[src/rtl/tlfs_pkg.sv]
// Package for the three-level feedback scheduler: sizes, codes, entry and word types.
// No dependencies; imported by every module of the block.
`default_nettype none
package tlfs_pkg;

    localparam int QUEUE_DEPTH = 64;
    localparam int ID_BITS     = 8;
    localparam int NUM_Q       = 3;
    localparam int IDX_W       = $clog2(QUEUE_DEPTH);
    localparam int CNT_W       = $clog2(QUEUE_DEPTH + 1);
    localparam int DIV_STEPS   = 16;
    localparam int DIV_CNT_W   = $clog2(DIV_STEPS + 1);

    localparam logic [1:0] MODE_ADD  = 2'd0;
    localparam logic [1:0] MODE_UPD  = 2'd1;
    localparam logic [1:0] MODE_PICK = 2'd2;

    localparam logic [1:0] LVL_BOTTOM = 2'd0;
    localparam logic [1:0] LVL_MID    = 2'd1;
    localparam logic [1:0] LVL_TOP    = 2'd2;

    typedef struct packed {
        logic [ID_BITS-1:0] id;
        logic [15:0]        cycles;
        logic [15:0]        run;
        logic [15:0]        wait_p;
        logic               ready;
        logic signed [16:0] key;
    } entry_t;

    typedef struct packed {
        logic               ready;
        logic [15:0]        run;
        logic signed [16:0] key;
    } patch_t;

    typedef struct packed {
        logic shift;
        logic load;
        logic patch;
    } cell_ctl_t;

    typedef struct packed {
        logic [1:0]  mode;
        logic [1:0]  level;
        logic [7:0]  process_id;
        logic [15:0] total_cycles;
        logic [15:0] run_time;
        logic [15:0] wait_period;
        logic        is_ready;
    } in_word_t;

    typedef struct packed {
        logic        found;
        logic [7:0]  picked_id;
        logic [1:0]  picked_level;
        logic [16:0] slice;
        logic        unlimited;
        logic        all_empty;
        logic        overflow;
    } out_word_t;

endpackage
`default_nettype wire

[src/rtl/tlfs_cell.sv]
// One queue slot: holds an entry, takes its neighbor's entry on a shift.
// Depends on tlfs_pkg.
`default_nettype none
module tlfs_cell import tlfs_pkg::*; (
    input  wire logic      aclk,
    input  wire cell_ctl_t ctl,
    input  wire entry_t    nbr,
    input  wire entry_t    load_entry,
    input  wire patch_t    patch,
    output entry_t         q
);
    entry_t entry_reg, entry_next;

    always_comb begin
        entry_next = entry_reg;
        if (ctl.shift) begin
            entry_next = nbr;
        end else if (ctl.load) begin
            entry_next = load_entry;
        end else if (ctl.patch) begin
            entry_next.ready = patch.ready;
            entry_next.run   = patch.run;
            entry_next.key   = patch.key;
        end
    end

    always_ff @(posedge aclk) begin
        entry_reg <= entry_next;
    end

    assign q = entry_reg;
endmodule
`default_nettype wire

[config.mk]
export PLATFORM = sky130hd
export DESIGN_NAME = tlfs_cell
export DESIGN_NICKNAME = d
export VERILOG_FILES = /design/src/rtl/tlfs_pkg.sv /design/src/rtl/tlfs_cell.sv
export SDC_FILE = /design/constraint.sdc
export NUM_CORES = 1
export LEC_CHECK = 0
export ABC_AREA = 1
export BUFFER_PORTS_ARGS = -buffer_cell sky130_fd_sc_hd__buf_4
export CAP_MARGIN = 20
export CORE_AREA = 3 3 99 101
export DETAILED_ROUTE_END_ITERATION = 16
export DIE_AREA = 0 0 102 104
export PLACE_DENSITY = 0.8
export SLEW_MARGIN = 20
export SYNTH_ARGS = -nofsm -noshare
export SYNTH_HDL_FRONTEND = slang
export SYNTH_SLANG_ARGS = --single-unit
[constraint.sdc]
create_clock -name aclk -period 7.28 [get_ports aclk]
set_input_delay 1.456 -clock aclk [delete_from_list [all_inputs] [get_ports aclk]]
set_output_delay 1.456 -clock aclk [all_outputs]
set_load 0.005 [all_outputs]
==> impl_metrics.tcl <==
set metrics [dict create \
    whs_path_depth 3 \
    arrival_ps 4350 \
    synth_area_um2 3770 \
    syn2layout_area_growth_pct 58.9 \
    synthDistinctLibCells 10 \
    numCtsBuffers 9 \
    die_area_um2 10600 \
    drt-initial-drc-count 136 \
    synthAdderAreaFrac 0 \
    cts_sinks 74 \
    drv_slew 0 \
    peakVddDrop_uv 124 \
    fmax_mhz 229 \
    synth-simple-area-share 0.302 \
    synth_compound_area_frac 0 \
    cts_resized 0 \
    p_per_area_nw_per_um2 199 \
    rsz0062_at_grt "no" \
    num_vias 3755 \
    dr.pass1.iters 4 \
    grt_util_all_layers 0.202 \
    portBuffers 259 \
    setup_viol 0 \
    placement_rows 35 \
    setup_tns_ps 0 \
    largest_reg_flops 74 \
    hold_viol 0 \
    grt_pass1_wl_um 16500 \
    worst-path-max-fanout 75 \
    cts-root-buf "clkbuf_8" \
    period_share 0.601 \
    synth_area_leaders "edfxtp_1 59%, nand2_1 26%, inv_1 6.8%, nand3_1 4.5%, buf_4 1.8%" \
    layout-drive-gt1-share 0.390 \
    worst_pin_slew_ps 985 \
    synth.net_count 645 \
    holdPathEnd "q[56]" \
    power_leakage_nw 3.32 \
    ant_nets 0 \
    drcViolationCount 0 \
    syn_area_per_cell_um2 8.22 \
    cp-end-kind "flip-flop" \
    yosysTopAreaCell "edfxtp_1" \
    hold_class "primary input to flip-flop" \
    clk_pin_slew_ps 80 \
    outcome "complete, no violations" \
    synthMuxAreaShare 0 \
    cts_tree "built" \
    ys_seq_elements 74 \
    synth_top_family_by_area "simple AND/OR/NAND/NOR gates" \
    layout.nets 894 \
    synthCells 459 \
    place.gp.congestion 0.820 \
    layout_commonest_cell "buf_4" \
    wl_per_cell_um 14.0 \
    wl_um 11600 \
    grt_pass1_vias 3432 \
    setup_slack_ps 2910 \
    synth_top_area_frac 0.589 \
    pre_cts_slack_ps 2900 \
    die_x_um 102 \
    antenna_found_initial 0 \
    final_cell_mix "261 x buf_4, 257 x nand2_1, 74 x edfxtp_1" \
    clockBufferDepth 2 \
    worstSetupPathType "primary input to flip-flop" \
    slew_headroom 0.343 \
    yosysWarnings 0 \
    hpwlAfterDp_um 8860 \
    crit_path_start_kind "primary input" \
    fin_crit_ps 4370 \
    grt_max_degree 76 \
    start_util 0.414 \
    worstPathRequired_ps 7260 \
    overflow 0 \
    cts_setup_buffers 0 \
    avgViaCountPerCell 4.56 \
    synth-xor-area-share 0 \
    ctsHoldBuffers 0 \
    n_antenna_cell 0 \
    hold_ws_ps 1390 \
    min-delay-start "load_entry[56]" \
    io-pin-count 260 \
    fillerInstances 731 \
    cap_viol_max_count 0 \
    ys_seq_area_frac 0.589 \
    htreeDepth 3 \
    design.core.area_um2 9110 \
    die_height_um 104 \
]
logic make-up (layout without fill, tap and decap cells):
family        count (synthesis)  after routing
simple gates                292            292
buf+inv                      93            347
flops                        74             74
worst max path at each step:
stage / start / end / depth (start not counted)
2_1_floorplan: ctl[1] / q[0] / 4
3_3_place_gp: ctl[2] / q[43] / 6
3_5_place_dp: ctl[2] / q[40] / 6
4_1_cts: ctl[2] / q[0] / 6
5_1_grt: ctl[2] / q[0] / 6
6_report: ctl[2] / q[4] / 6
report_power, final:
group          total [W]  internal, W  switching, W
clock network   0.000411     0.000264      0.000146
registers       0.000539     0.000524     0.0000144
logic           0.000241     0.000140      0.000101
total            0.00119     0.000928      0.000262
cell type report:
cell class	count	area [um^2]	share of cell area
clock buffer	10	128	0.0213
clock inverter	6	138	0.0230
inverter	70	267	0.0445
multi-input combinational	292	1140	0.190
sequential	74	2220	0.371
tap	111	139	0.0232
timing repair buffer	261	1960	0.327
critical path, cell delays in order:
cell and delay, ps:
buf_4 580, clkinv_2 990, nand2_1 250, buf_4 460, or2_1 170, buf_4 380
Yosys cell counts (all sizes together):
cell	number
buf	23
edfxtp	74
inv	70
nand2	257
nand3	34
or2	1
through the flow:
step,area (um^2),total power (W),instances,util
final,5990,0.00119,824,0.658
after global placement,5730,0.000786,808,0.629
after floorplan,3770,0.000622,459,-
after detailed placement,5730,0.000793,808,0.629
after global routing,5990,0.00125,824,0.658
after CTS,5990,0.00121,824,0.658
per-layer routing:
metal | routed length, um | global-route usage
met1 | 4380 | 0.225
met2 | 6000 | 0.369
met3 | 978 | 0.0503
met4 | 196 | 0.0637
met5 | 0 | 0
No activity file was read; power rests on OpenSTA's default activity.
