File: src/rtl/tlfs_pkg.sv
// Package for the three-level feedback scheduler: sizes, codes, entry and word types.
// No dependencies; imported by every module of the block.
`default_nettype none
package tlfs_pkg;

    localparam int QUEUE_DEPTH = 64;
    localparam int ID_BITS     = 8;
    localparam int NUM_Q       = 3;
    localparam int IDX_W       = $clog2(QUEUE_DEPTH);
    localparam int CNT_W       = $clog2(QUEUE_DEPTH + 1);
    localparam int DIV_STEPS   = 16;
    localparam int DIV_CNT_W   = $clog2(DIV_STEPS + 1);

    localparam logic [1:0] MODE_ADD  = 2'd0;
    localparam logic [1:0] MODE_UPD  = 2'd1;
    localparam logic [1:0] MODE_PICK = 2'd2;

    localparam logic [1:0] LVL_BOTTOM = 2'd0;
    localparam logic [1:0] LVL_MID    = 2'd1;
    localparam logic [1:0] LVL_TOP    = 2'd2;

    typedef struct packed {
        logic [ID_BITS-1:0] id;
        logic [15:0]        cycles;
        logic [15:0]        run;
        logic [15:0]        wait_p;
        logic               ready;
        logic signed [16:0] key;
    } entry_t;

    typedef struct packed {
        logic               ready;
        logic [15:0]        run;
        logic signed [16:0] key;
    } patch_t;

    typedef struct packed {
        logic shift;
        logic load;
        logic patch;
    } cell_ctl_t;

    typedef struct packed {
        logic [1:0]  mode;
        logic [1:0]  level;
        logic [7:0]  process_id;
        logic [15:0] total_cycles;
        logic [15:0] run_time;
        logic [15:0] wait_period;
        logic        is_ready;
    } in_word_t;

    typedef struct packed {
        logic        found;
        logic [7:0]  picked_id;
        logic [1:0]  picked_level;
        logic [16:0] slice;
        logic        unlimited;
        logic        all_empty;
        logic        overflow;
    } out_word_t;

endpackage
`default_nettype wire

File: src/rtl/tlfs_mod_unit.sv
// Restoring remainder unit, one dividend bit per cycle.
// Depends on tlfs_pkg.
`default_nettype none
module tlfs_mod_unit import tlfs_pkg::*; (
    input  wire logic        aclk,
    input  wire logic        aresetn,
    input  wire logic        start,
    input  wire logic [15:0] dividend,
    input  wire logic [15:0] divisor,
    output logic             done,
    output logic [15:0]      rem
);
    logic [15:0]          rem_reg, rem_next;
    logic [15:0]          dvd_reg, dvd_next;
    logic [15:0]          dvs_reg, dvs_next;
    logic [DIV_CNT_W-1:0] cnt_reg, cnt_next;
    logic                 busy_reg, busy_next;
    logic                 done_reg, done_next;
    logic [16:0]          trial;

    always_comb begin
        rem_next  = rem_reg;
        dvd_next  = dvd_reg;
        dvs_next  = dvs_reg;
        cnt_next  = cnt_reg;
        busy_next = busy_reg;
        done_next = 1'b0;
        trial     = {rem_reg, dvd_reg[15]};
        if (start) begin
            rem_next  = '0;
            dvd_next  = dividend;
            dvs_next  = divisor;
            cnt_next  = '0;
            busy_next = 1'b1;
        end else if (busy_reg) begin
            if (trial >= {1'b0, dvs_reg}) begin
                rem_next = 16'(trial - {1'b0, dvs_reg});
            end else begin
                rem_next = trial[15:0];
            end
            dvd_next = {dvd_reg[14:0], 1'b0};
            cnt_next = cnt_reg + 1'b1;
            if (cnt_reg == DIV_CNT_W'(DIV_STEPS - 1)) begin
                busy_next = 1'b0;
                done_next = 1'b1;
            end
        end
    end

    always_ff @(posedge aclk) begin
        if (!aresetn) begin
            busy_reg <= 1'b0;
            done_reg <= 1'b0;
            cnt_reg  <= '0;
        end else begin
            busy_reg <= busy_next;
            done_reg <= done_next;
            cnt_reg  <= cnt_next;
        end
        rem_reg <= rem_next;
        dvd_reg <= dvd_next;
        dvs_reg <= dvs_next;
    end

    assign done = done_reg;
    assign rem  = rem_reg;
endmodule
`default_nettype wire

File: config.mk
export PLATFORM = sky130hd
export DESIGN_NAME = tlfs_mod_unit
export DESIGN_NICKNAME = d
export VERILOG_FILES = /design/src/rtl/tlfs_pkg.sv /design/src/rtl/tlfs_mod_unit.sv
export SDC_FILE = /design/constraint.sdc
export NUM_CORES = 1
export LEC_CHECK = 0
export CORE_MARGIN = 4
export CORE_UTILIZATION = 30
export CTS_BUF_LIST = sky130_fd_sc_hd__clkbuf_4 sky130_fd_sc_hd__clkbuf_8
export DETAILED_ROUTE_END_ITERATION = 8
export DONT_BUFFER_PORTS = 1
export GPL_TIMING_DRIVEN = 1
export PLACE_DENSITY = 0.46
export SYNTH_ARGS = -nofsm -noshare
export SYNTH_HDL_FRONTEND = slang
export SYNTH_SLANG_ARGS = --single-unit
File: constraint.sdc
create_clock -name aclk -period 3.2 [get_ports aclk]
set_clock_uncertainty 0.05 [all_clocks]
set_input_delay 0.8 -clock aclk [delete_from_list [all_inputs] [get_ports aclk]]
set_output_delay 0.8 -clock aclk [all_outputs]
set_load 0.05 [all_outputs]
==> flow_metrics.py, run 1 <==
metrics = {
    "setup_path": {
        "critPathMaxFanout": 3,
        "end_kind": "flip-flop",
        "cp.required_ns": 3.38,
        "crit_family": "compound AO/OA/AOI/OAI gates",
        "critPathSlowestCell": "fa_1",
        "crit_chain": "inv_1 -> ha_1 -> inv_1 -> fa_1 -> a21o_1 -> a221oi_2 -> o221ai_2 -> a2111oi_1 -> o31ai_1 -> a311oi_2",
        "path_common_cell": "inv_1",
        "startpoint": "dvd_reg[15]",
        "path_class": "flip-flop to flip-flop",
        "path_buf_inv": 2,
        "max_stage_delay_ns": 0.39,
        "worst_r2r_path_depth": 10,
        "crit_cells": 10,
        "reg2reg_from": "dvd_reg[15]",
        "cp-start-kind": "flip-flop",
        "arrival_ns": 2.90,
    },
    "outcome": {
        "outcome": "finished clean",
    },
    "power_and_ir_drop": {
        "clkPwrFrac_pct": 23.1,
        "p_total_mw": 1.70,
        "p_per_area_nw_per_um2": 487,
        "combPwrFrac_pct": 27.9,
        "p_sw_uw": 533,
        "power.share.sequential_pct": 48.9,
        "p_int_mw": 1.17,
        "ir_worst_vdd_uv": 199,
        "p_leak_nw": 1.40,
        "p_sw_share_pct": 31.3,
    },
    "sta": {
        "finalHoldViolCount": 0,
        "drv_slew": 0,
        "slew_headroom_pct": 55.2,
        "rsz0062_at_grt": "false",
        "fmax_ghz": 0.369,
        "post-route-period-util_pct": 84.8,
        "final.setup.tns_ns": 0,
        "final-setup-viol-count": 0,
        "worstMarginPinSlew_ns": 0.671,
        "finalCriticalPeriod_ns": 2.71,
        "whs_ns": 0.438,
    },
    "worst_hold_path": {
        "holdPathStages": 2,
        "min_from": "cnt_reg[4]",
        "worst_hold_path_type": "flip-flop to flip-flop",
    },
    "final_layout": {
        "syn2layout_area_growth_pct": 10.7,
        "fillers": 1082,
        "finalNonFillerCells": 450,
        "drive_gt1_share_pct": 16.6,
        "nets": 367,
        "antenna_cells": 0,
        "design_area_sq_um": 3490,
    },
    "die": {
        "die-height_um": 111,
        "core_sq_um": 10300,
        "die_area_sq_um": 12200,
        "io_pins": 52,
        "die_x_um": 111,
        "rows": 37,
        "start_util_pct": 30.7,
    },
    "global_route": {
        "grt_antenna_before_repair": 1,
        "grt_pass1_wl_um": 11800,
        "grt_pass1_vias": 2364,
        "grt_usage_pct": 11.8,
        "grt_overflow_total": 0,
        "grt_start_max_net_pins": 48,
    },
    "clocking": {
        "max-clock-path-buffers": 2,
        "h-tree-depth": 2,
        "postCtsSetupBuffers": 0,
        "cts.sinks": 55,
        "postCtsHoldBufs": 0,
        "clk_latency_ns": 0.31,
        "clk_pin_slew_ns": 0.10,
        "cts_buffers": 5,
        "cts_root_buffer": "clkbuf_8",
        "cts-resized-gates": 0,
        "cts_tree": "yes",
    },
    "routing": {
        "via_per_inst": 5.06,
        "drc": 0,
        "wl_per_cell_um": 16.2,
        "detail_route.iter0.violations": 82,
        "wl_um": 7310,
        "vias": 2279,
        "drtAntennaViolNets": 0,
        "dr.pass1.iters": 4,
    },
    "placement": {
        "dp.cells": 442,
        "hpwl_um": 5500,
        "globalplace.congestion": 0.823,
        "place_area_sq_um": 3410,
        "numPortBuffers": 0,
    },
    "synth": {
        "synth.distinct_cells": 49,
        "synthCells": 300,
        "synth-edff-count": 32,
        "synth.area.top_cells": "edfxtp_1, dfxtp_1, ha_1",
        "syn_area_per_cell_sq_um": 10.5,
        "synthFlopType": "edfxtp_1",
        "seq_area_frac_synth_pct": 45.0,
        "ys_seq_elements": 55,
        "yosys.area.top_type": "edfxtp_1",
        "yosys_warnings": 0,
        "synth.top_cell.area_share_pct": 30.4,
        "syn-cell-area_sq_um": 3160,
        "async_reset_ff_share_pct": 0,
        "synth_nets": 354,
    },
    "run": {
        "cap_violations": 0,
    },
}
cell families (layout without fill, tap and decap cells):
family          after synthesis  count (layout)  share of synthesized area [%]
buf+inv                      36              50                           4.99
xor+xnor                     12              12                           3.33
mux                          25              25                           8.68
flops                        55              55                           45.0
simple gates                 85              85                           13.3
compound gates               68              68                           16.9
fa+ha+maj                    19              19                           7.77
final timing paths:
| path | slack [ns] | endpoint |
|---|---|---|
| setup / recovery | 0.49 | rem[14] |
| setup reg to reg | 0.49 | rem[14] |
| hold / removal | 0.44 | cnt_reg[4] |
| hold reg to reg | 0.44 | cnt_reg[4] |
cell type report:
| class | count | area, sq um | area share (%) |
|---|---|---|---|
| tap | 136 | 170 | 4.87 |
| clock inverter | 1 | 5.00 | 0.143 |
| timing repair buffer | 21 | 158 | 4.51 |
| multi-input combinational | 209 | 1580 | 45.1 |
| clock buffer | 7 | 83.8 | 2.40 |
| inverter | 21 | 78.8 | 2.26 |
| sequential | 55 | 1420 | 40.7 |
synth_stat cells (7+ instances only):
library cell	instances
edfxtp_1	32
mux2_2	15
inv_1	21
o211ai_1	7
ha_1	18
nor2_1	25
nand2b_1	14
nand2_1	18
mux2i_1	9
a21oi_1	13
and3_1	8
dfxtp_1	23
cells in the final DEF, fill, tap and decap left out, drive strengths merged, types with 2 or more instances in the layout:
| cell type | synthesis | routed |
|---|---|---|
| nand2b | 14 | 14 |
| o211ai | 7 | 7 |
| o2111ai | 3 | 3 |
| a31oi | 3 | 3 |
| o21a | 4 | 4 |
| or3 | 2 | 2 |
| a211oi | 7 | 7 |
| and2 | 2 | 2 |
| a311oi | 5 | 5 |
| xor2 | 6 | 6 |
| mux2 | 16 | 16 |
| o221ai | 4 | 4 |
| buf | 10 | 21 |
| ha | 18 | 18 |
| xnor2 | 6 | 6 |
| nand2 | 18 | 18 |
| nor2b | 4 | 4 |
| inv | 21 | 21 |
| dfxtp | 23 | 23 |
| clkbuf | 5 | 7 |
| edfxtp | 32 | 32 |
| nand3 | 5 | 5 |
| and3 | 8 | 8 |
| nand4 | 5 | 5 |
| a21oi | 14 | 14 |
| o21ai | 9 | 9 |
| a21o | 5 | 5 |
| nor2 | 25 | 25 |
| mux2i | 9 | 9 |
metal layers:
layer	track usage, %	part of all wire (%)	vias to the layer above
met1	13.6	42	1093
met5	0	0.096	-
met3	3.67	5.3	19
met2	20.3	49	48
met4	5.01	3.6	2
li1	-	-	1117
power by group through the flow:
stage | Clock [mW] | Sequential (mW) | Combinational (mW)
3_5_place_dp | 0 | 0.850 | 0.477
5_1_grt | 0.444 | 0.840 | 0.523
4_1_cts | 0.421 | 0.834 | 0.480
3_3_place_gp | 0 | 0.849 | 0.478
6_report | 0.394 | 0.833 | 0.475
2_1_floorplan | 0 | 0.905 | 0.321
through the flow:
step	util, %	worst slack [ns]
floorplan	-	0.599
global placement	33.1	0.540
detailed placement	33.1	0.495
CTS	34.0	0.475
global route	34.0	0.204
finish	34.0	0.487
worst reg2reg max path: stages, from the launching register on:
cell	delay (ns)
edfxtp_1	0.36
inv_1	0.08
ha_1	0.16
inv_1	0.05
fa_1	0.39
a21o_1	0.23
a221oi_2	0.34
o221ai_2	0.20
a2111oi_1	0.39
o31ai_1	0.15
a311oi_2	0.23
Note: power is estimated with default switching activity, not from simulation.
==> inputs of run 2 (changes only) <==
Settings changed: PLACE_DENSITY 0.46 to 0.47.
Clock period 3.2 ns to 2.42 ns, I/O delays scaled along.
==> run 2 against run 1 <==
Against the previous run:
- register-to-register slack got worse by 0.48 ns
- largest power group unchanged
- count of clock-buffer cells in the layout fell by 1
- die area did not move
- routed wire length rose by 5.4%
- final area rose by 16%
- via count rose by 5.8%
- clock power rose by 41%
- fmax rose by 12%
- combinational power rose by 77%
- critical path depth rose by 1
==> flow_metrics.py, run 2 (same netlist as run 1, synthesis figures left out) <==
metrics = {
    "global_route": {
        "grt_usage_pct": 12.2,
        "grt_overflow_total": 0,
        "grt_antenna_before_repair": 0,
        "grt_pass1_vias": 2435,
        "grt_pass1_wl_um": 12400,
        "grt_start_max_net_pins": 48,
    },
    "power_and_ir_drop": {
        "p_sw_uw": 804,
        "p_int_mw": 1.70,
        "p_per_area_nw_per_um2": 618,
        "ir_worst_vdd_uv": 303,
        "p_sw_share_pct": 32.1,
        "combPwrFrac_pct": 33.6,
        "power.share.sequential_pct": 44.3,
        "p_total_mw": 2.51,
        "clkPwrFrac_pct": 22.1,
        "p_leak_nw": 1.58,
    },
    "setup_path": {
        "critPathSlowestCell": "edfxtp_1",
        "max_stage_delay_ns": 0.40,
        "arrival_ns": 2.59,
        "end_kind": "flip-flop",
        "crit_chain": "inv_2 -> ha_4 -> inv_2 -> fa_2 -> a21o_1 -> a221oi_2 -> o221ai_2 -> buf_4 -> xor2_1 -> mux2i_1 -> a211oi_1",
        "path_common_cell": "inv_2",
        "cp.required_ns": 2.60,
        "path_class": "flip-flop to flip-flop",
        "cp-start-kind": "flip-flop",
        "critPathMaxFanout": 3,
    },
    "routing": {
        "drtAntennaViolNets": 0,
        "wl_per_cell_um": 15.9,
        "vias": 2412,
        "detail_route.iter0.violations": 109,
        "dr.pass1.iters": 4,
        "via_per_inst": 4.98,
        "drc": 0,
        "wl_um": 7710,
    },
    "placement": {
        "hpwl_um": 5680,
        "numPortBuffers": 0,
        "globalplace.congestion": 0.821,
        "place_ws_ns": -0.106,
    },
    "final_layout": {
        "nets": 401,
        "syn2layout_area_growth_pct": 28.6,
        "drive_gt1_share_pct": 36.8,
        "final_common_cell": "buf_4",
        "antenna_cells": 0,
        "layout_common_cells": "buf_4, edfxtp_1, nor2_1",
    },
    "sta": {
        "fin_ws_ns": 0.00275,
        "slew_headroom_pct": 54.0,
        "final-setup-viol-count": 0,
        "finalCriticalPeriod_ns": 2.42,
        "worstMarginPinSlew_ns": 0.689,
        "rsz0062_at_grt": "true",
        "drv_slew": 0,
        "whs_ns": 0.302,
        "finalHoldViolCount": 0,
        "fmax_ghz": 0.414,
        "post-route-period-util_pct": 99.9,
    },
    "clocking": {
        "cts_buffers": 5,
        "clk_latency_ns": 0.31,
        "cts.sinks": 55,
        "max-clock-path-buffers": 2,
        "cts_tree": "yes",
        "cts_root_buffer": "clkbuf_8",
        "clk_pin_slew_ns": 0.11,
        "h-tree-depth": 2,
    },
    "worst_hold_path": {
        "worst_hold_path_type": "input port to flip-flop",
    },
    "die": {
        "die-height_um": 111,
        "die_area_sq_um": 12200,
        "rows": 37,
        "die_x_um": 111,
        "io_pins": 52,
        "core_sq_um": 10300,
        "start_util_pct": 30.7,
    },
    "run": {
        "cap_violations": 0,
    },
    "outcome": {
        "outcome": "finished clean",
    },
}
run 2: final cells by class:
class,count,area [sq um]
Fill cell,1039,6220
Multi-Input combinational cell,209,1820
Sequential cell,55,1440
Timing Repair Buffer,55,458
Tap cell,136,170
Clock buffer,6,82.6
Inverter,21,78.8
Clock inverter,2,16.3
run 2: per-stage QoR:
stage / utilization (%) / TNS [ns] / instance area [sq um] / instances
finish: 39.5 / 0 / 4060 / 484
global route: 39.5 / -0.403 / 4060 / 484
CTS: 37.1 / -0.0872 / 3810 / 481
detailed placement: 35.7 / -0.208 / 3670 / 472
global placement: 35.7 / -0.191 / 3670 / 472
floorplan: - / 0 / 3180 / 300
run 2: power groups by stage:
stage	Sequential (mW)	Combinational, mW	Clock [mW]
final	1.11	0.842	0.555
after global routing	1.12	0.916	0.622
after CTS	1.11	0.747	0.588
after detailed placement	1.12	0.729	0
after global placement	1.12	0.727	0
after floorplan	1.20	0.429	0
run 2: final timing paths:
path / from / endpoint / slack, ns / depth (start not counted)
setup reg to reg: dvd_reg[15] / rem[10] / 0.003 / 11
setup / recovery: dvd_reg[15] / rem[10] / 0.003 / 11
hold / removal: start / rem[7] / 0.30 / 1
hold reg to reg: cnt_reg[4] / cnt_reg[4] / 0.44 / 2
run 2: critical path: cells and delay by family, from the launching register on:
family | cells | cell delay, ns
multiplexers | 1 | 0.10
AO/OA/AOI/OAI | 4 | 0.88
adder cells (fa/ha/maj) | 2 | 0.46
flip-flops | 1 | 0.40
XOR/XNOR | 1 | 0.15
buffers and inverters | 3 | 0.29
run 2: per-layer routing:
metal / routed length [um] / global-route usage, % / vias up
met5: 0 / 0 / -
met1: 3310 / 15.4 / 1142
li1: - / - / 1188
met3: 507 / 3.84 / 11
met2: 3750 / 20.1 / 71
met4: 142 / 3.61 / 0
run 2: repair_timing:
| item | 4_1_cts | 5_1_grt |
|---|---|---|
| endpoints found under the setup margin | 10 | 12 |
| cloned | 0 | 1 |
| pin swaps | 7 | 10 |
| resized for setup | 5 | 34 |
| hold buffers | 0 | 0 |
| setup buffers | 1 | 3 |
